**src/rtl/assert_macros.svh**
```systemverilog
`ifndef ASSERT_MACROS_SVH
`define ASSERT_MACROS_SVH

// check a property at every clock edge outside reset
`define IRT_ASSERT(name, prop, msg) \
   name: assert property (@(posedge clock) disable iff (reset) prop) else $error(msg);

// check that a condition is followed by another one in the next cycle
`define IRT_ASSERT_NEXT(name, cond, nxt, msg) \
   name: assert property (@(posedge clock) disable iff (reset) (cond) |=> (nxt)) \
      else $error(msg);

`endif

```
**src/rtl/irt_pkg.sv**
```systemverilog
package irt_pkg;

   localparam int DEF_MAX_BUFFER_BYTES = 65536;

   localparam logic [7:0] CH_EQ   = 8'h3D;
   localparam logic [7:0] CH_LBR  = 8'h5B;
   localparam logic [7:0] CH_RBR  = 8'h5D;
   localparam logic [7:0] CH_HASH = 8'h23;
   localparam logic [7:0] CH_LF   = 8'h0A;
   localparam logic [7:0] CH_CR   = 8'h0D;
   localparam logic [7:0] CH_NUL  = 8'h00;
   localparam logic [7:0] CH_SP   = 8'h20;
   localparam logic [7:0] CH_TAB  = 8'h09;

   localparam logic [2:0] KIND_KEY_VALUE = 3'd0;
   localparam logic [2:0] KIND_SECTION   = 3'd1;
   localparam logic [2:0] KIND_FINISHED  = 3'd2;
   localparam logic [2:0] KIND_NO_VALUE  = 3'd3;
   localparam logic [2:0] KIND_UNTERM    = 3'd4;

   typedef struct packed {
      logic space;
      logic line_end;
      logic eq;
      logic lbr;
      logic rbr;
      logic hash;
      logic nul;
   } class_type;

   typedef struct packed {
      class_type cls;
      logic      first_of_buffer;
      logic      last_of_buffer;
   } item_type;

   typedef struct packed {
      logic [2:0]  record_kind;
      logic [15:0] name_start;
      logic [16:0] name_length;
      logic [15:0] value_start;
      logic [16:0] value_length;
      logic [16:0] consumed_total;
      logic        done_res;
   } result_type;

   function automatic class_type classify(input logic [7:0] b);
      class_type c;
      c.space    = (b == CH_SP) || (b inside {[CH_TAB:CH_CR]});
      c.line_end = (b == CH_NUL) || (b == CH_LF) || (b == CH_CR);
      c.eq       = (b == CH_EQ);
      c.lbr      = (b == CH_LBR);
      c.rbr      = (b == CH_RBR);
      c.hash     = (b == CH_HASH);
      c.nul      = (b == CH_NUL);
      return c;
   endfunction

endpackage

```
**src/rtl/irt_queue.sv**
```systemverilog
`include "assert_macros.svh"

module irt_queue
   import irt_pkg::*;
#(
   parameter int WIDTH = 8
) (
   input  logic             clock,
   input  logic             reset,
   input  logic             push,
   input  logic [WIDTH-1:0] din,
   output logic             full,
   input  logic             pop,
   output logic [WIDTH-1:0] dout,
   output logic             empty
);

   logic [1:0]       count_ff, count_in;
   logic [WIDTH-1:0] head_ff, head_in;
   logic [WIDTH-1:0] tail_ff, tail_in;
   logic             do_push, do_pop;

   assign full    = (count_ff == 2'd2);
   assign empty   = (count_ff == 2'd0);
   assign dout    = head_ff;
   assign do_push = push && !full;
   assign do_pop  = pop && !empty;

   always_comb begin
      count_in = count_ff;
      head_in  = head_ff;
      tail_in  = tail_ff;
      if (do_push && do_pop) begin
         if (count_ff == 2'd1) begin
            head_in = din;
         end else begin
            head_in = tail_ff;
            tail_in = din;
         end
      end else if (do_pop) begin
         head_in  = tail_ff;
         count_in = count_ff - 2'd1;
      end else if (do_push) begin
         if (count_ff == 2'd0) begin
            head_in = din;
         end else begin
            tail_in = din;
         end
         count_in = count_ff + 2'd1;
      end
   end

   always_ff @(posedge clock) begin
      if (reset) begin
         count_ff <= 2'd0;
      end else begin
         count_ff <= count_in;
      end
      head_ff <= head_in;
      tail_ff <= tail_in;
   end

   `IRT_ASSERT(a_count_range, count_ff != 2'd3, "queue count out of range")
   `IRT_ASSERT_NEXT(a_head_holds, !empty && !pop, !empty && $stable(dout), "queue head moved")

endmodule

```
**src/rtl/irt_front.sv**
```systemverilog
module irt_front
   import irt_pkg::*;
(
   input  logic       clock,
   input  logic       reset,
   input  logic       req_push,
   output logic       req_full,
   input  logic [7:0] req_data_byte,
   input  logic       req_first_of_buffer,
   input  logic       req_last_of_buffer,
   input  logic       item_pop,
   output item_type   item,
   output logic       item_empty
);

   item_type          item_new;
   logic [$bits(item_type)-1:0] item_bits;

   always_comb begin
      item_new.cls             = classify(req_data_byte);
      item_new.first_of_buffer = req_first_of_buffer;
      item_new.last_of_buffer  = req_last_of_buffer;
   end

   irt_queue #(
      .WIDTH($bits(item_type))
   ) u_queue (
      .clock(clock),
      .reset(reset),
      .push (req_push),
      .din  (item_new),
      .full (req_full),
      .pop  (item_pop),
      .dout (item_bits),
      .empty(item_empty)
   );

   assign item = item_type'(item_bits);

endmodule

```
**src/rtl/irt_scan.sv**
```systemverilog
`include "assert_macros.svh"

module irt_scan
   import irt_pkg::*;
#(
   parameter int MAX_BUFFER_BYTES = DEF_MAX_BUFFER_BYTES
) (
   input  logic       clock,
   input  logic       reset,
   input  logic       in_empty,
   input  item_type   in_item,
   output logic       in_pop,
   input  logic       out_full,
   output logic       out_push,
   output result_type out_res
);

   localparam int POS_W = $clog2(MAX_BUFFER_BYTES);
   localparam int LEN_W = $clog2(MAX_BUFFER_BYTES + 1);

   localparam logic [2:0] PH_STOPPED = 3'd0;
   localparam logic [2:0] PH_IDLE    = 3'd1;
   localparam logic [2:0] PH_COMMENT = 3'd2;
   localparam logic [2:0] PH_KEY     = 3'd3;
   localparam logic [2:0] PH_VALUE   = 3'd4;
   localparam logic [2:0] PH_SECTION = 3'd5;

   logic [2:0]       phase_ff, phase_in;
   logic [POS_W-1:0] pos_ff, pos_in;
   logic [POS_W-1:0] tstart_ff, tstart_in;
   logic [LEN_W-1:0] tlen_ff, tlen_in;
   logic [LEN_W-1:0] vstart_ff, vstart_in;
   logic [LEN_W-1:0] vlen_ff, vlen_in;
   logic [LEN_W-1:0] total_ff, total_in;

   logic             take, again, last, have, done;
   logic [2:0]       kind;
   logic [POS_W-1:0] ns;
   logic [LEN_W-1:0] nl, vs, vl, p1;
   class_type        c;

   assign take   = !in_empty && !out_full;
   assign in_pop = take;
   assign c      = in_item.cls;

   always_comb begin
      phase_in  = phase_ff;
      pos_in    = pos_ff;
      tstart_in = tstart_ff;
      tlen_in   = tlen_ff;
      vstart_in = vstart_ff;
      vlen_in   = vlen_ff;
      total_in  = total_ff;
      have      = 1'b0;
      done      = 1'b0;
      again     = 1'b0;
      kind      = KIND_KEY_VALUE;
      ns        = '0;
      nl        = '0;
      vs        = '0;
      vl        = '0;
      if (in_item.first_of_buffer) begin
         phase_in  = PH_IDLE;
         pos_in    = '0;
         tstart_in = '0;
         tlen_in   = '0;
         vstart_in = '0;
         vlen_in   = '0;
         total_in  = '0;
      end
      last = in_item.last_of_buffer || (pos_in == POS_W'(MAX_BUFFER_BYTES - 1));
      p1   = LEN_W'(pos_in) + LEN_W'(1);
      if (phase_in != PH_STOPPED) begin
         case (phase_in)
            PH_IDLE: begin
               again = 1'b1;
            end
            PH_COMMENT: begin
               if (c.line_end) begin
                  phase_in = PH_IDLE;
                  again    = 1'b1;
               end
            end
            PH_KEY: begin
               if (c.eq) begin
                  phase_in  = PH_VALUE;
                  vstart_in = p1;
                  vlen_in   = '0;
               end else if (c.line_end) begin
                  have     = 1'b1;
                  kind     = KIND_NO_VALUE;
                  ns       = tstart_in;
                  nl       = tlen_in;
                  done     = 1'b1;
                  phase_in = PH_STOPPED;
               end else begin
                  tlen_in = tlen_in + LEN_W'(1);
               end
            end
            PH_VALUE: begin
               if (c.line_end || c.eq) begin
                  total_in = LEN_W'(pos_in);
                  if (tlen_in != '0) begin
                     have = 1'b1;
                     kind = KIND_KEY_VALUE;
                     ns   = tstart_in;
                     nl   = tlen_in;
                     vs   = vstart_in;
                     vl   = vlen_in;
                  end
                  phase_in = PH_IDLE;
                  again    = 1'b1;
               end else begin
                  vlen_in = vlen_in + LEN_W'(1);
               end
            end
            PH_SECTION: begin
               if (c.rbr) begin
                  tlen_in  = tlen_in + LEN_W'(1);
                  total_in = p1;
                  have     = 1'b1;
                  kind     = KIND_SECTION;
                  ns       = tstart_in;
                  nl       = tlen_in;
                  phase_in = PH_IDLE;
               end else if (c.line_end) begin
                  have     = 1'b1;
                  kind     = KIND_UNTERM;
                  ns       = tstart_in;
                  nl       = tlen_in;
                  done     = 1'b1;
                  phase_in = PH_STOPPED;
               end else begin
                  tlen_in = tlen_in + LEN_W'(1);
               end
            end
            default: begin
               phase_in = PH_STOPPED;
            end
         endcase
         if (again) begin
            if (c.space) begin
               phase_in = PH_IDLE;
            end else if (c.hash) begin
               phase_in = PH_COMMENT;
            end else if (c.nul) begin
               if (!have) begin
                  have = 1'b1;
                  ns   = pos_in;
                  nl   = '0;
               end
               kind     = KIND_NO_VALUE;
               done     = 1'b1;
               phase_in = PH_STOPPED;
            end else begin
               tstart_in = pos_in;
               if (c.lbr) begin
                  phase_in = PH_SECTION;
                  tlen_in  = LEN_W'(1);
               end else if (c.eq) begin
                  phase_in  = PH_VALUE;
                  tlen_in   = '0;
                  vstart_in = p1;
                  vlen_in   = '0;
               end else begin
                  phase_in = PH_KEY;
                  tlen_in  = LEN_W'(1);
               end
            end
         end
         if (phase_in != PH_STOPPED && last) begin
            if (phase_in == PH_KEY) begin
               have = 1'b1;
               kind = KIND_NO_VALUE;
               ns   = tstart_in;
               nl   = tlen_in;
            end else if (phase_in == PH_SECTION) begin
               have = 1'b1;
               kind = KIND_UNTERM;
               ns   = tstart_in;
               nl   = tlen_in;
            end else begin
               if (phase_in == PH_VALUE) begin
                  total_in = p1;
                  if (tlen_in != '0) begin
                     have = 1'b1;
                     kind = KIND_KEY_VALUE;
                     ns   = tstart_in;
                     nl   = tlen_in;
                     vs   = vstart_in;
                     vl   = vlen_in;
                  end
               end
               if (!have) begin
                  have = 1'b1;
                  kind = KIND_FINISHED;
               end
            end
            done     = 1'b1;
            phase_in = PH_STOPPED;
         end
         if (phase_in != PH_STOPPED) begin
            pos_in = pos_in + POS_W'(1);
         end
      end
   end

   always_comb begin
      out_push               = take && have;
      out_res.record_kind    = kind;
      out_res.name_start     = 16'(ns);
      out_res.name_length    = 17'(nl);
      out_res.value_start    = 16'(vs);
      out_res.value_length   = 17'(vl);
      out_res.consumed_total = 17'(total_in);
      out_res.done_res       = done;
   end

   always_ff @(posedge clock) begin
      if (reset) begin
         phase_ff  <= PH_STOPPED;
         pos_ff    <= '0;
         tstart_ff <= '0;
         tlen_ff   <= '0;
         vstart_ff <= '0;
         vlen_ff   <= '0;
         total_ff  <= '0;
      end else if (take) begin
         phase_ff  <= phase_in;
         pos_ff    <= pos_in;
         tstart_ff <= tstart_in;
         tlen_ff   <= tlen_in;
         vstart_ff <= vstart_in;
         vlen_ff   <= vlen_in;
         total_ff  <= total_in;
      end
   end

   `IRT_ASSERT_NEXT(a_done_stops,
      out_push && out_res.done_res, phase_ff == PH_STOPPED,
      "scanner kept running after final word")
   `IRT_ASSERT(a_stopped_quiet,
      in_pop && !in_item.first_of_buffer && phase_ff == PH_STOPPED |-> !out_push,
      "word produced while stopped")

endmodule

```
**src/rtl/ini_record_tokenizer.sv**
```systemverilog
// INI record tokenizer: push one byte of an INI buffer per clock, marking the
// first byte of each buffer and its last byte; records (key/value, section,
// finished, or the first error) come out of the result queue in order, at most
// one per input byte, with done_res set on the word that ends the buffer.
// Sustained rate is one byte per clock when neither queue stalls: the scanner
// handles each byte as it pops it from the classify queue. A byte is
// registered in the classify queue and its record in the result queue before
// the record is visible. Bytes after a buffer ends are dropped until
// first_of_buffer is set, and the scanner starts stopped after reset.
module ini_record_tokenizer
   import irt_pkg::*;
#(
   parameter int MAX_BUFFER_BYTES = DEF_MAX_BUFFER_BYTES
) (
   input  logic        clock,
   input  logic        reset,
   input  logic        req_push,
   output logic        req_full,
   input  logic [7:0]  req_data_byte,
   input  logic        req_first_of_buffer,
   input  logic        req_last_of_buffer,
   output logic        rsp_empty,
   input  logic        rsp_pop,
   output logic [2:0]  rsp_record_kind,
   output logic [15:0] rsp_name_start,
   output logic [16:0] rsp_name_length,
   output logic [15:0] rsp_value_start,
   output logic [16:0] rsp_value_length,
   output logic [16:0] rsp_consumed_total,
   output logic        rsp_done_res
);

   item_type   item;
   logic       item_empty, item_pop;
   logic       res_full, res_push;
   result_type res_new;
   logic [$bits(result_type)-1:0] res_bits;
   result_type res_head;

   irt_front u_front (
      .clock              (clock),
      .reset              (reset),
      .req_push           (req_push),
      .req_full           (req_full),
      .req_data_byte      (req_data_byte),
      .req_first_of_buffer(req_first_of_buffer),
      .req_last_of_buffer (req_last_of_buffer),
      .item_pop           (item_pop),
      .item               (item),
      .item_empty         (item_empty)
   );

   irt_scan #(
      .MAX_BUFFER_BYTES(MAX_BUFFER_BYTES)
   ) u_scan (
      .clock   (clock),
      .reset   (reset),
      .in_empty(item_empty),
      .in_item (item),
      .in_pop  (item_pop),
      .out_full(res_full),
      .out_push(res_push),
      .out_res (res_new)
   );

   irt_queue #(
      .WIDTH($bits(result_type))
   ) u_rsp_queue (
      .clock(clock),
      .reset(reset),
      .push (res_push),
      .din  (res_new),
      .full (res_full),
      .pop  (rsp_pop),
      .dout (res_bits),
      .empty(rsp_empty)
   );

   assign res_head           = result_type'(res_bits);
   assign rsp_record_kind    = res_head.record_kind;
   assign rsp_name_start     = res_head.name_start;
   assign rsp_name_length    = res_head.name_length;
   assign rsp_value_start    = res_head.value_start;
   assign rsp_value_length   = res_head.value_length;
   assign rsp_consumed_total = res_head.consumed_total;
   assign rsp_done_res       = res_head.done_res;

endmodule

```
**config.mk**
```make
export PLATFORM = sky130hd
export DESIGN_NAME = ini_record_tokenizer
export DESIGN_NICKNAME = d
export VERILOG_FILES = /design/src/rtl/irt_pkg.sv /design/src/rtl/irt_queue.sv /design/src/rtl/irt_front.sv /design/src/rtl/irt_scan.sv /design/src/rtl/ini_record_tokenizer.sv
export VERILOG_INCLUDE_DIRS = /design/src /design/src/rtl
export SDC_FILE = /design/constraint.sdc
export NUM_CORES = 1
export LEC_CHECK = 0
export BUFFER_PORTS_ARGS = -buffer_cell sky130_fd_sc_hd__buf_2
export CORE_ASPECT_RATIO = 1.4
export CORE_MARGIN = 1
export CORE_UTILIZATION = 35
export CTS_CLUSTER_SIZE = 10
export DETAILED_ROUTE_END_ITERATION = 8
export REMOVE_ABC_BUFFERS = 1
export SETUP_SLACK_MARGIN = 0.1
export SYNTH_ARGS = -nofsm -noshare
export SYNTH_HDL_FRONTEND = slang
export SYNTH_HIERARCHICAL = 1
export SYNTH_SLANG_ARGS = --single-unit
```
**constraint.sdc**
```tcl
create_clock -name clock -period 11.3 [get_ports clock]
set_input_delay 0.565 -clock clock [delete_from_list [all_inputs] [get_ports clock]]
set_output_delay 0.565 -clock clock [all_outputs]
set_load 0.02 [all_outputs]
```
==> results.md, run 1 <==
- The multi-input combinational cell area is around 7200 sq um.
- Between clock sinks in the finished design, the worst skew comes to 30.37 ps.
- Counting along the longest clock path gives a buffer depth of 3.
- The largest single stage delay on the critical path is approximately 700 ps.
- Setup violations remaining at the end of the flow were counted as 0.
- Of the total power, the share spent switching nets is 0.3738.
- Across all setup checks in the final design, the least slack found is around 5000 ps.
- The tool flagged a number of max-cap violations equal to 0.
- At the worst endpoint, the required time is between 10,000 and 15,000 ps.
- The switching power total is around 1400 uW.
- Of the synthesized area, sequential elements account for 0.5014.
- Before CTS, the worst setup slack after placement is about 5100 ps.
- The critical path's top delay family is simple AND/OR/NAND/NOR gates.
- After filler insertion, the fill cell instance count of the layout stands at around 4,300.
- The H-tree level count is 2.
- The endpoint type of the worst setup path is a flop.
- The relative contribution of sequential cells to total power is 0.401.
- Of the total synthesized cell area, the portion taken by AND, OR, NAND and NOR gates is 0.1675.
- The startpoint identified for the worst register-to-register timing path is u_front/u_queue/dout[1]$_DFFE_PP_.
- Relative to the synthesized area, the layout overhead comes to 11.73%.
- Of the total synthesized cell area, the portion taken by XOR and XNOR cells is 0.02060.
- The total power per unit cell area is ~210 nW/um^2.
- For this run, the post-layout net count is 1,575.
- At the pin with the least slew margin, the transition time is roughly 1300 ps.
- The most numerous cell type found on the critical path is buf_4.
- The internal power of the cells is roughly 2300 uW.
- The relative contribution of combinational cells to total power is 0.316.
- The total area inside the core boundary comes to approximately 44,000 sq um.
- Summed over all cells, the static leakage comes to between 0.006 and 0.007 uW.
- The number of instances on the worst hold path is 1.
- The total via count after detailed routing is 12,231.
- The setup slack on the worst flop-to-flop path is slightly above 5000 ps.
- The number of cells on the worst reg-to-reg path is 18.
- The fraction of layout instances using a drive strength above 1 is 0.1928.
- In the finished design, the share of the clock period the worst path needs comes to 0.5512.
- The mean post-synth cell area is about 10 sq um.
- The number of remaining DRC errors is 0.
- The total overflow left after global routing is 0.
- Counting flops and latches in the post-synthesis netlist gives around 300.
- The number of antenna violations at the first check in global routing is 0.
- In the routed layout, each cell is associated on average with a via count of around 5.7.
- The cell area that synthesis handed to floorplanning was 15,730 sq um.
- The sink count of the clock tree is a little under 300.
- The per-cell routed wire length is 21.34 um.
- Across every metal layer, demand over resource in global routing totals 0.1949.
- The via count of the first global-routing pass came to between 10,000 and 15,000.
- Setup repair after global routing left no endpoint under its margin.
- The Yosys step of the flow raised 6 warnings.
- The cell type of the slowest stage on the worst timing path is buf_4.
- The maximum fanout count along the critical path is a little over 60.
- Traced cell by cell, the critical path runs through buf_4 > nand2b_1 > inv_1 > ha_1 > nand4_1 > nor4_2 > and3_1 > nor2_1 > a21oi_1 > inv_1 > a31oi_1 > nor2b_1 > ha_1 > nand2b_1 > o21ai_4 > buf_4 > buf_4 > mux2_2.
- Once detail routing completed, the nets flagged for antenna violations numbered 0.
- In this run, the number of DRC markers left after iteration 0 of detailed routing was 984.
- For this run, asynchronously set or reset flops after synthesis account for 0.
- The type of the tightest min-delay check is input port to flop.
- The die width is 181.2 um.
- The arrival time of data at the critical path endpoint is between 6000 and 7000 ps.
- The number of hold violations in the final report came to 0.
- The number of top-level design ports is 103.
- The first global-routing pass estimated 69,680 um of wire.
- The wire length reported by the detailed router is around 46,000 um.
- The floorplan step defined a die boundary enclosing between 40,000 and 50,000 sq um.
- The post-synthesis share of cell area spent on full adders, half adders and majority gates is 0.009544.
- The pin count of the biggest net entering global routing is 74.
- The number of cells on the critical path is 18.
- After clock tree synthesis, the setup repair step added 0 buffers.
- The final-layout setup total negative slack is 0 ps.
- The worst-skew pair later-pin latency is roughly 550 ps.
- The top flip-flop cell by instance count after synthesis is edfxtp_1.
- For this configuration, the core starts out at a cell density of 0.3561.
- The number of gates resized after CTS was 0.
- Headroom to the max-slew limit came out at 0.1069.
- The kind of critical path is flop to flop.
- The y dimension of the die is 252.9 um.
- The first-pass iteration count of the detailed router is 8.
- The post-synthesis compound-gate area fraction is 0.1700.
- The critical path contains buffers and inverters numbering 5 combined.
- The worst path in the final design needs a cycle of a little over 6000 ps, including I/O delays and setup.
- The final number of max-transition violations is 0.
- The antenna cell count is 0.
- The share of cell area taken by muxes after synthesis is 0.08724.
- The clock slew at the register clock pins of the worst setup and hold paths is 60 ps.
- The highest clock frequency the design can meet is 0.1606 GHz.
- Buffers inserted during clock tree synthesis total 36.
- The worst register-to-register path ends at u_rsp_queue/dout[18]$_DFFE_PP_.
- The startpoint type of the worst setup path is a flop.
- During placement, the flow inserted port buffers numbering about 100.
- The flow ran to the end, and the final reports show no timing, DRC or antenna violations.
- The number of enable-type register cells in the synthesized netlist is ~190.
- The placer's final routability congestion estimate is between 0.9 and 1.
- The cell at the root of the clock tree is clkbuf_16.
- The count of cell types in the netlist is 109.
- The wire-length estimate of the detail-placed layout is roughly 31,000 um.
- The share of total power dissipated in the clock network is 0.283.
- The standard-cell row count is between 90 and 100.
- The main combinational cell family by area after synthesis is compound AO/OA/AOI/OAI gates.
- The cell count after synthesis came out at about 1,500.
- The largest vdd supply drop is between 100 and 150 uV.
- The terminating pin of the worst hold path is u_front/u_queue/tail_ff[0]$_DFFE_PP_.
- The startpoint of the most critical hold path is req_last_of_buffer.
- The hold-fix buffer count after cts is 0.
- Registers take 7888 sq um.
- The clock tree from TritonCTS is done.
power groups by stage:
stage                     registers (uW)  logic [uW]  clock network [uW]
after CTS                           1500        1180                1080
after global routing                1510        1260                1120
after detailed placement            1520        1180                   0
final                               1490        1180                1050
after global placement              1520        1170                   0
after floorplan                     1610         641                   0
cell usage after synthesis, types with 8 or more instances:
master    instances  area share
a211oi_1         16      0.0076
a21o_1            8      0.0038
a21oi_1          93       0.030
a221o_1           9      0.0057
a22o_1           33       0.018
a22oi_1          43       0.021
a31oi_1          13      0.0052
and3_1           10      0.0040
buf_2            22      0.0070
buf_4            10      0.0048
clkbuf_1         67       0.016
dfxtp_1         106        0.13
edfxtp_1        192        0.37
ha_1             12      0.0095
inv_1            27      0.0064
mux2_2           70       0.050
mux2_4           30       0.029
mux2i_1          10      0.0064
nand2_1         148       0.035
nand2b_1         23      0.0091
nand3_1          39       0.012
nand4_1          14      0.0056
nor2_1          170       0.041
nor2b_1          23      0.0091
nor3_1           21      0.0067
nor4_1           16      0.0064
o211ai_1          8      0.0038
o21ai_0          43       0.014
o22ai_1          11      0.0044
o31ai_1          10      0.0048
xnor2_1          21       0.012
xor2_1           16      0.0089
sequential cells by signal (all words and copies together) (netlist names), 9 cells and up:
| signal | cells |
|---|---|
| u_scan/pos_ff | 16 |
| u_scan/total_ff | 17 |
| u_front/u_queue/dout | 9 |
| u_scan/vstart_ff | 16 |
| u_scan/tstart_ff | 16 |
| u_scan/vlen_ff | 17 |
| u_front/u_queue/tail_ff | 9 |
| u_rsp_queue/tail_ff | 87 |
| u_rsp_queue/dout | 87 |
| u_scan/tlen_ff | 17 |
metal layers:
layer | vias up | GRT usage | routed length, um
met5 | - | 0 | 0
met4 | 0 | 0.09080 | 2110
met3 | 120 | 0.02057 | 2241
met2 | 436 | 0.3531 | 23220
met1 | 5965 | 0.2299 | 17990
li1 | 5710 | - | -
logic make-up (layout without fill, tap and decap cells):
family,after synthesis,after routing
AOI/OAI and AO/OA,375,375
xor gates and xnor gates,37,37
adders and majority gates,12,12
buffers and inverters,143,215
DFF,298,298
muxes,113,113
and+or+nand+nor,527,527
cell type report:
| cell class | count | area share |
|---|---|---|
| Tap cell | 558 | 0.03972 |
| Sequential cell | 298 | 0.4487 |
| Inverter | 29 | 0.006193 |
| Timing Repair Buffer | 120 | 0.03673 |
| Clock buffer | 61 | 0.05659 |
| Clock inverter | 5 | 0.003417 |
| Multi-Input combinational cell | 1064 | 0.4086 |
placed cells by master (no fill, tap or decap), types with 8 or more instances in the layout:
cell | synthesis | layout
a211oi_1 | 16 | 16
a21o_1 | 8 | 8
a21oi_1 | 93 | 92
a221o_1 | 9 | 9
a22o_1 | 33 | 33
a22oi_1 | 43 | 43
a31oi_1 | 13 | 13
and3_1 | 10 | 10
buf_2 | 22 | 102
buf_4 | 10 | 18
clkbuf_1 | 67 | 25
clkbuf_16 | 0 | 36
dfxtp_1 | 106 | 106
edfxtp_1 | 192 | 192
ha_1 | 12 | 12
inv_1 | 27 | 27
mux2_2 | 70 | 70
mux2_4 | 30 | 30
mux2i_1 | 10 | 10
nand2_1 | 148 | 147
nand2b_1 | 23 | 23
nand3_1 | 39 | 39
nand4_1 | 14 | 14
nor2_1 | 170 | 169
nor2b_1 | 23 | 23
nor3_1 | 21 | 21
nor4_1 | 16 | 16
o211ai_1 | 8 | 8
o21ai_0 | 43 | 42
o22ai_1 | 11 | 11
o31ai_1 | 10 | 9
xnor2_1 | 21 | 21
xor2_1 | 16 | 16
how the worst max path moves through the flow:
stage | to | slack (ps) | from
floorplan | u_rsp_queue/tail_ff[0]$_DFFE_PP_ | 2420 | u_front/u_queue/dout[1]$_DFFE_PP_
global placement | u_rsp_queue/dout[22]$_DFFE_PP_ | 5220 | u_front/u_queue/dout[1]$_DFFE_PP_
detailed placement | u_rsp_queue/dout[18]$_DFFE_PP_ | 5120 | u_front/u_queue/dout[1]$_DFFE_PP_
CTS | u_rsp_queue/dout[18]$_DFFE_PP_ | 5120 | u_front/u_queue/dout[1]$_DFFE_PP_
global route | u_rsp_queue/dout[30]$_DFFE_PP_ | 4690 | u_front/u_queue/dout[1]$_DFFE_PP_
finish | u_rsp_queue/dout[18]$_DFFE_PP_ | 5070 | u_front/u_queue/dout[1]$_DFFE_PP_
metrics by stage:
step           total power, uW  instances  utilization  hold WS (ps)  area, sq um
2_1_floorplan             2255       1391            -         430.0        15150
3_3_place_gp              2681       2069       0.3740         443.6        16520
3_5_place_dp              2694       2069       0.3740         447.1        16520
4_1_cts                   3762       2135       0.3979         205.7        17580
5_1_grt                   3889       2135       0.3979         230.9        17580
6_report                  3724       2135       0.3979         232.3        17580
(Power assumes the default switching activity.)
==> run 2, diff against run 1 <==
clock period = 5.7 ns   (was 11.3 ns; I/O delays follow)
==> run 2 against run 1 <==
Sequential share of layout area decreased by 0.77 points. Wire length decreased by 0.31%. Clock power increased by 100%. Cell area increased by 1.7%. Maximum frequency increased by 30%. Count of clock-buffer cells in the layout decreased by 2. Global-route usage increased by 0.051 points. Total power increased by 100%.
==> results.md, run 2 (synthesis results as in run 1) <==
- The run finished with clean final reports.
- The final HPWL from detailed placement is 31,320 um (+1.7%).
- The data required time of the critical path was 5980 ps (-5610 ps).
- The total via count after detailed routing is 12,388 (+1.3%).
- The final non-filler cell total was 2,161 (+1.2%).
- The y dimension of the die was 252.9 um (unchanged).
- The core footprint is 44,180 sq um (unchanged).
- TritonCTS built the clock tree.
- The worst-skew pair later-pin latency is 530 ps (-20 ps).
- In the layout the commonest cells are edfxtp_1 (192), nor2_1 (169), nand2_1 (147), dfxtp_1 (106), buf_2 (102).
- The largest vdd supply drop is 208.1 uV (+67%).
- The total of endpoints with negative setup slack in the final report is 0 (unchanged).
- The most critical setup path has its endpoint at u_rsp_queue/dout[44]$_DFFE_PP_.
- The actual slew at the worst max-slew pin is 1123 ps (-206.8 ps).
- The cell at the root of the clock tree is clkbuf_16.
- The minimum clock period is 4806 ps (-1423 ps).
- The max-cap violation count is 0 (unchanged).
- The standard-cell row count is 91 (unchanged).
- The library cell used most frequently in the layout, excluding fill and tap cells, is edfxtp_1.
- The overall routing resource usage is 0.1954 (+0.0005116).
- The sink count of the clock tree is 298 (unchanged).
- The number of hold violations in the final report was 0 (unchanged).
- The final number of max-transition violations is 0 (unchanged).
- The final clock skew is 14.31 ps (-16.06 ps).
- The placer's final routability congestion estimate was 0.9054 (-2.2%).
- The post-route core utilization is 0.4048 (+0.006911).
- The depth of the worst register-to-register path was 12 (-6).
- The wire length reported by the detailed router is 45,420 um (-0.31%).
- The number of top-level design ports is 103 (unchanged).
- The ratio of routed vias to standard cells came to 5.733 (about the same).
- The clock slew at the register clock pins of the worst setup and hold paths is 60 ps (about the same).
- The endpoint identified for the worst register-to-register timing path is u_rsp_queue/dout[44]$_DFFE_PP_.
- The ratio of final minimum period to clock period was 0.8431 (+0.2919).
- The per-cell routed wire length is 21.02 um (-1.5%).
- The die width is 181.2 um (unchanged).
- The maximum fanout count along the critical path came to 47 (-23%).
- The first-pass iteration count of the detailed router came to 8 (unchanged).
- The area enclosed by the die boundary is 45,810 sq um (unchanged).
- The number of antenna violations at the first check in global routing is 0 (unchanged).
- The final layout net count is 1,603 (+1.8%).
- The H-tree level count was 2 (unchanged).
- The number of instances in the placed design is 2,095 (+1.3%).
- The post-route antenna net violation count is 0 (unchanged).
- The pin count of the biggest net entering global routing was 79 (+6.8%).
- The antenna cell count is 0 (unchanged).
- The setup slack on the worst flop-to-flop path was 890 ps (-4180 ps).
- The effective utilization at floorplan came to 0.3561 (unchanged).
- In this run the worst setup path begins at u_front/u_queue/dout[1]$_DFFE_PP_.
- The worst-case headroom to the max-slew limit is 0.2437 (+0.1368).
- The number of remaining DRC errors came to 0 (unchanged).
- Setup repair after global routing left no endpoint under its margin.
- The area growth from synthesis to layout is 13.67%.
- The sum of internal, switching and leakage power is 7513 uW (+100%).
- The number of port buffers is 102 (unchanged).
- In this run the worst hold path is classified as input port to flop.
- The total power per unit cell area is 420.1 nW/um^2 (+98%).
- The arrival time of data at the critical path endpoint is 5090 ps (-1430 ps).
- The final worst hold slack is 103.7 ps (-128.6 ps).
- The DRC marker count from the first detailed-route iteration is 952 (-3.3%).
- The highest clock frequency the design can meet came to 0.2081 GHz (+30%).
- The startpoint of the worst-slack reg-to-reg timing path is u_front/u_queue/dout[1]$_DFFE_PP_.
- The kind of critical path is flop to flop.
- The endpoint type of the worst setup path is a flop.
- The leakage power summed over all cells is 0.006345 uW (+2.9%).
- The startpoint type of the worst setup path is a flop.
- The via count of the first global-routing pass is 12,037 (+2.2%).
- The first-pass GRT wire length was 69,660 um (about the same).
- The maximum buffer depth of the clock tree came to 3 (unchanged).
- The total grt overflow is 0 (unchanged).
- The fraction of layout instances using a drive strength above 1 was 0.2065 (+0.01372).
- The TritonCTS buffer count came to 36 (unchanged).
## run 2: changes by cell type in the layout (fill, tap and decap cells not counted), sizes merged
cell	delta
buf	+26
clkbuf	-2
clkinv	+2
clkinvlp	-2
dlygate4sd3	+2
## run 2: timing repair
item                                   in CTS  in global routing
setup buffers                               0                  0
hold buffers                                2                  0
endpoints found under the hold margin       2                  0
resized for setup                           0                  0
## run 2: layer usage
layer  share of wire  track usage  vias up
met5               0            0        -
met4           0.049       0.1061        0
met3           0.047      0.02200      121
met2            0.51       0.3555      420
met1            0.39       0.2228     6090
li1                -            -     5757
## run 2: report_power, final
part	internal [uW]	total, uW	switching (uW)	leakage (uW)
logic	792	2510	1720	0.00307
clock network	1210	2100	889	0.000512
registers	2730	2900	166	0.00276
total	4740	7510	2770	0.00634
## run 2: through the flow
stage / area [sq um] / TNS [ps] / setup WS (ps)
floorplan: 15150 / -363290 / -3184
global placement: 16800 / 0 / 1013
detailed placement: 16800 / 0 / 975.5
CTS: 17880 / 0 / 981.2
global route: 17880 / 0 / 653.5
finish: 17880 / 0 / 894.3
## run 2: cell type report
cell class,count,area (sq um)
timing repair buffer,148,948.4
multi-input combinational,1064,7178
fill,4319,26290
clock inverter,5,55.05
inverter,29,108.9
clock buffer,59,1007
sequential,298,7888
tap,558,698.2
## run 2: worst min path at each step
stage,startpoint,cells after the start,endpoint
2_1_floorplan,reset,1,u_scan/phase_ff[0]$_SDFFE_PP0P_
3_3_place_gp,u_scan/vlen_ff[16]$_SDFFE_PP0P_,2,u_scan/vlen_ff[16]$_SDFFE_PP0P_
3_5_place_dp,u_scan/vlen_ff[16]$_SDFFE_PP0P_,2,u_scan/vlen_ff[16]$_SDFFE_PP0P_
4_1_cts,req_data_byte[6],2,u_front/u_queue/tail_ff[6]$_DFFE_PP_
5_1_grt,req_data_byte[6],2,u_front/u_queue/tail_ff[6]$_DFFE_PP_
6_report,req_data_byte[6],2,u_front/u_queue/tail_ff[6]$_DFFE_PP_
## run 2: critical path, stage by stage, from the launching register on
cell and delay (ps):
edfxtp_1 560, buf_12 260, nand4b_2 270, nor4_4 770
nand2_1 200, o311ai_1 280, a31oi_1 170, nor4_1 570
and2_1 260, nor2_1 70, a21o_1 440, a32o_1 400
mux2_2 260
==> run 3, diff against run 2 <==
clock period = 4.21 ns   (was 5.7 ns; I/O delays follow)
==> run 3 against run 2 <==
Count of clock-buffer cells in the layout up 2. Global-route usage up 1.1 points. Largest cell class unchanged. Clock power up 39%. Setup slack worse by 770 ps. Sequential share of layout area down 3.4 points.
==> results.md, run 3 (synthesis results as in run 1) <==
- The flow ran to the end, and the final reports show no timing, DRC or antenna violations.
- The total via count after detailed routing came to 12,905 (+4.2%).
- The final clock skew was 23.50 ps (+9.193 ps).
- The number of remaining DRC errors was 0 (unchanged).
- The per-cell routed wire length was 21.47 um (+2.2%).
- The final-layout setup total negative slack is 0 ps (unchanged).
- The number of hold violations in the final report is 0 (unchanged).
- TritonCTS built the clock tree.
- The smallest setup slack after layout was 125.3 ps (-768.9 ps).
- The DRC marker count from the first detailed-route iteration is 925 (-2.8%).
- The final number of max-transition violations is 0 (unchanged).
- The wire length reported by the detailed router is 49,600 um (+9.2%).
- The maximum fanout count along the critical path is 13 (-72%).
- The worst-case headroom to the max-slew limit is 0.3159 (+0.07224).
- The effective utilization at floorplan is 0.3561 (unchanged).
- The fraction of layout instances using a drive strength above 1 was 0.2854 (+0.07890).
- The H-tree level count is 2 (unchanged).
- The largest vdd supply drop is 307.6 uV (+48%).
- The post-route met1 wirelength is 18,720 um (+4.9%).
- The placer's final routability congestion estimate came to 0.9298 (+2.7%).
- The number of port buffers was 102 (unchanged).
- The number of top-level design ports is 103 (unchanged).
- The library cells used most frequently in the layout, excluding fill and tap cells, are edfxtp_1 (192), nor2_1 (169), buf_4 (166), nand2_1 (146), dfxtp_1 (104).
- STA classifies the critical path startpoint as a flop.
- The TritonCTS buffer count is 37 (+2.8%).
- The worst-skew pair later-pin latency was 550 ps (+20 ps).
- The total power per unit cell area is 562.3 nW/um^2 (+34%).
- The first-pass iteration count of the detailed router came to 5 (-3).
- The maximum cell stage delay along the critical path is 400 ps (-370 ps).
- The number of instances in the placed design is 2,219 (+5.9%).
- The synthesis-to-layout area growth is 23.15%.
- The y dimension of the die came to 252.9 um (unchanged).
- The detailed route wirelength on metal3 is 2357 um (+11%).
- The arrival time of data at the critical path endpoint is 4370 ps (-720 ps).
- The number of instances on the worst hold path is 2 (unchanged).
- The maximum buffer depth of the clock tree is 3 (unchanged).
- The actual slew at the worst max-slew pin came to 1018 ps (-104.3 ps).
- The total of endpoints with negative setup slack in the final report is 0 (unchanged).
- The top routing layer in use is met5.
- The pin count of the biggest net entering global routing is 53 (-33%).
- The clock slew at the register clock pins of the worst setup and hold paths is 50 ps (about the same).
- The cell at the root of the clock tree is clkbuf_16.
- The ratio of routed vias to standard cells is 5.587 (-2.5%).
- The sink count of the clock tree was 298 (unchanged).
- The path with the worst hold slack has its endpoint at u_front/u_queue/tail_ff[2]$_DFFE_PP_.
- The leakage power summed over all cells is 0.007171 uW (+13%).
- The final HPWL from detailed placement is 34,090 um (+8.9%).
- The minimum clock period is 4085 ps (-721.1 ps).
- The antenna cell count is 0 (unchanged).
- The die width came to 181.2 um (unchanged).
- The number of antenna violations at the first check in global routing was 1 (+1).
- The setup slack on the worst flop-to-flop path was 130 ps (-770 ps).
- The library cell used most frequently in the layout, excluding fill and tap cells, is edfxtp_1.
- In this run the worst hold path is classified as input port to flop.
- Walking the worst path, the cells encountered are buf_4 > buf_12 > and4bb_2 > buf_4 > mux2i_1 > nand3_1 > xnor2_2 > a31oi_2 > nor4b_2 > and2_4 > nor2_1 > a21o_1 > buf_12 > a22o_1 > mux2_2.
- The post-route antenna net violation count came to 0 (unchanged).
- The overall routing resource usage is 0.2060 (+0.01061).
- The total met2 wirelength after detailed routing is 25,820 um (+11%).
- The critical path's top delay family is simple AND/OR/NAND/NOR gates.
- The area enclosed by the die boundary was 45,810 sq um (unchanged).
- The startpoint identified for the worst hold timing path is req_data_byte[2].
- The depth of the worst register-to-register path was 15 (+3).
- The count of buffer and inverter cells on the critical path is 4 (+3).
- The core footprint came to 44,180 sq um (unchanged).
- The area taken by flip-flops and latches was 7890 sq um (about the same).
- The final non-filler cell total was 2,310 (+6.9%).
- The multi-input combinational cell area is 7327 sq um (+2.1%).
- The ratio of final minimum period to clock period came to 0.9702 (+0.1271).
- The via count of the first global-routing pass came to 12,903 (+7.2%).
- The setup slack after placement was -220.4 ps (-1196 ps).
- The final layout net count is 1,750 (+9.2%).
- The worst register-to-register path begins at u_front/u_queue/dout[1]$_DFFE_PP_.
- The first-pass GRT wire length was 73,600 um (+5.6%).
- The data required time of the critical path was 4500 ps (-1480 ps).
- The endpoint type of the worst setup path is a flop.
- The max-cap violation count is 0 (unchanged).
- Setup repair after global routing left no endpoint under its margin.
- The worst register-to-register path ends at u_rsp_queue/dout[49]$_DFFE_PP_.
- The highest clock frequency the design can meet is 0.2448 GHz (+18%).
- The final-layout fill cell count is 4,228 (-2.1%).
- The slowest stage of the critical path belongs to the cell nor4b_2.
- The standard-cell row count was 91 (unchanged).
- The sum of internal, switching and leakage power is 10,890 uW (+45%).
- The kind of critical path is flop to flop.
- The total grt overflow came to 0 (unchanged).
-- run 3: worst reg2reg max path, stage by stage, from the launching register on --
cell,delay (ps)
edfxtp_1,390
buf_4,160
buf_12,130
and4bb_2,360
buf_4,150
mux2i_1,380
nand3_1,200
xnor2_2,280
a31oi_2,150
nor4b_2,400
and2_4,230
nor2_1,60
a21o_1,280
buf_12,190
a22o_1,220
mux2_2,260
-- run 3: per-layer routing --
metal	vias to the layer above	track usage
li1	6056	-
met1	6290	0.2234
met2	427	0.3819
met3	130	0.02445
met4	2	0.1245
met5	-	0
-- run 3: power breakdown --
group	internal (uW)	switching [uW]
logic	1500	2560
clock network	1670	1250
registers	3700	208
total	6870	4020
-- run 3: metrics by stage --
stage                     instance area (sq um)  utilization  hold slack [ps]
after CTS                                 18990       0.4299            20.35
after detailed placement                  17780       0.4025            410.8
after global routing                      19370       0.4386            40.12
after global placement                    17780       0.4025            410.1
after floorplan                           15150            -            279.6
final                                     19370       0.4386            44.35
-- run 3: how the worst max path moves through the flow --
| stage | startpoint | to | slack, ps | depth (start not counted) |
|---|---|---|---|---|
| 2_1_floorplan | u_front/u_queue/dout[1]$_DFFE_PP_ | u_rsp_queue/tail_ff[0]$_DFFE_PP_ | -4670 | 16 |
| 6_report | u_front/u_queue/dout[1]$_DFFE_PP_ | u_rsp_queue/dout[49]$_DFFE_PP_ | 130 | 15 |
| 3_3_place_gp | u_front/u_queue/dout[1]$_DFFE_PP_ | u_rsp_queue/dout[49]$_DFFE_PP_ | -220 | 14 |
| 5_1_grt | u_front/u_queue/dout[1]$_DFFE_PP_ | u_rsp_queue/dout[60]$_DFFE_PP_ | 20 | 20 |
| 4_1_cts | u_front/u_queue/dout[1]$_DFFE_PP_ | u_rsp_queue/dout[13]$_DFFE_PP_ | 80 | 16 |
| 3_5_place_dp | u_front/u_queue/dout[1]$_DFFE_PP_ | u_rsp_queue/dout[49]$_DFFE_PP_ | -220 | 14 |
-- run 3: timing repair --
action                                 CTS  global route
endpoints found under the hold margin    4             0
setup endpoints to repair              100           174
pin swaps                                0             7
resized for setup                        8            27
buffers inserted                         3            10
gates cloned                             0             7
hold buffers                             4             0
-- run 3: area by class of cell --
type	count	area share
clock buffers	61	0.05244
repair buffers	294	0.1160
well taps	558	0.03603
clock inverters	6	0.004521
flip-flops and latches	298	0.4072
multi-input cells	1064	0.3782
inverters	29	0.005618
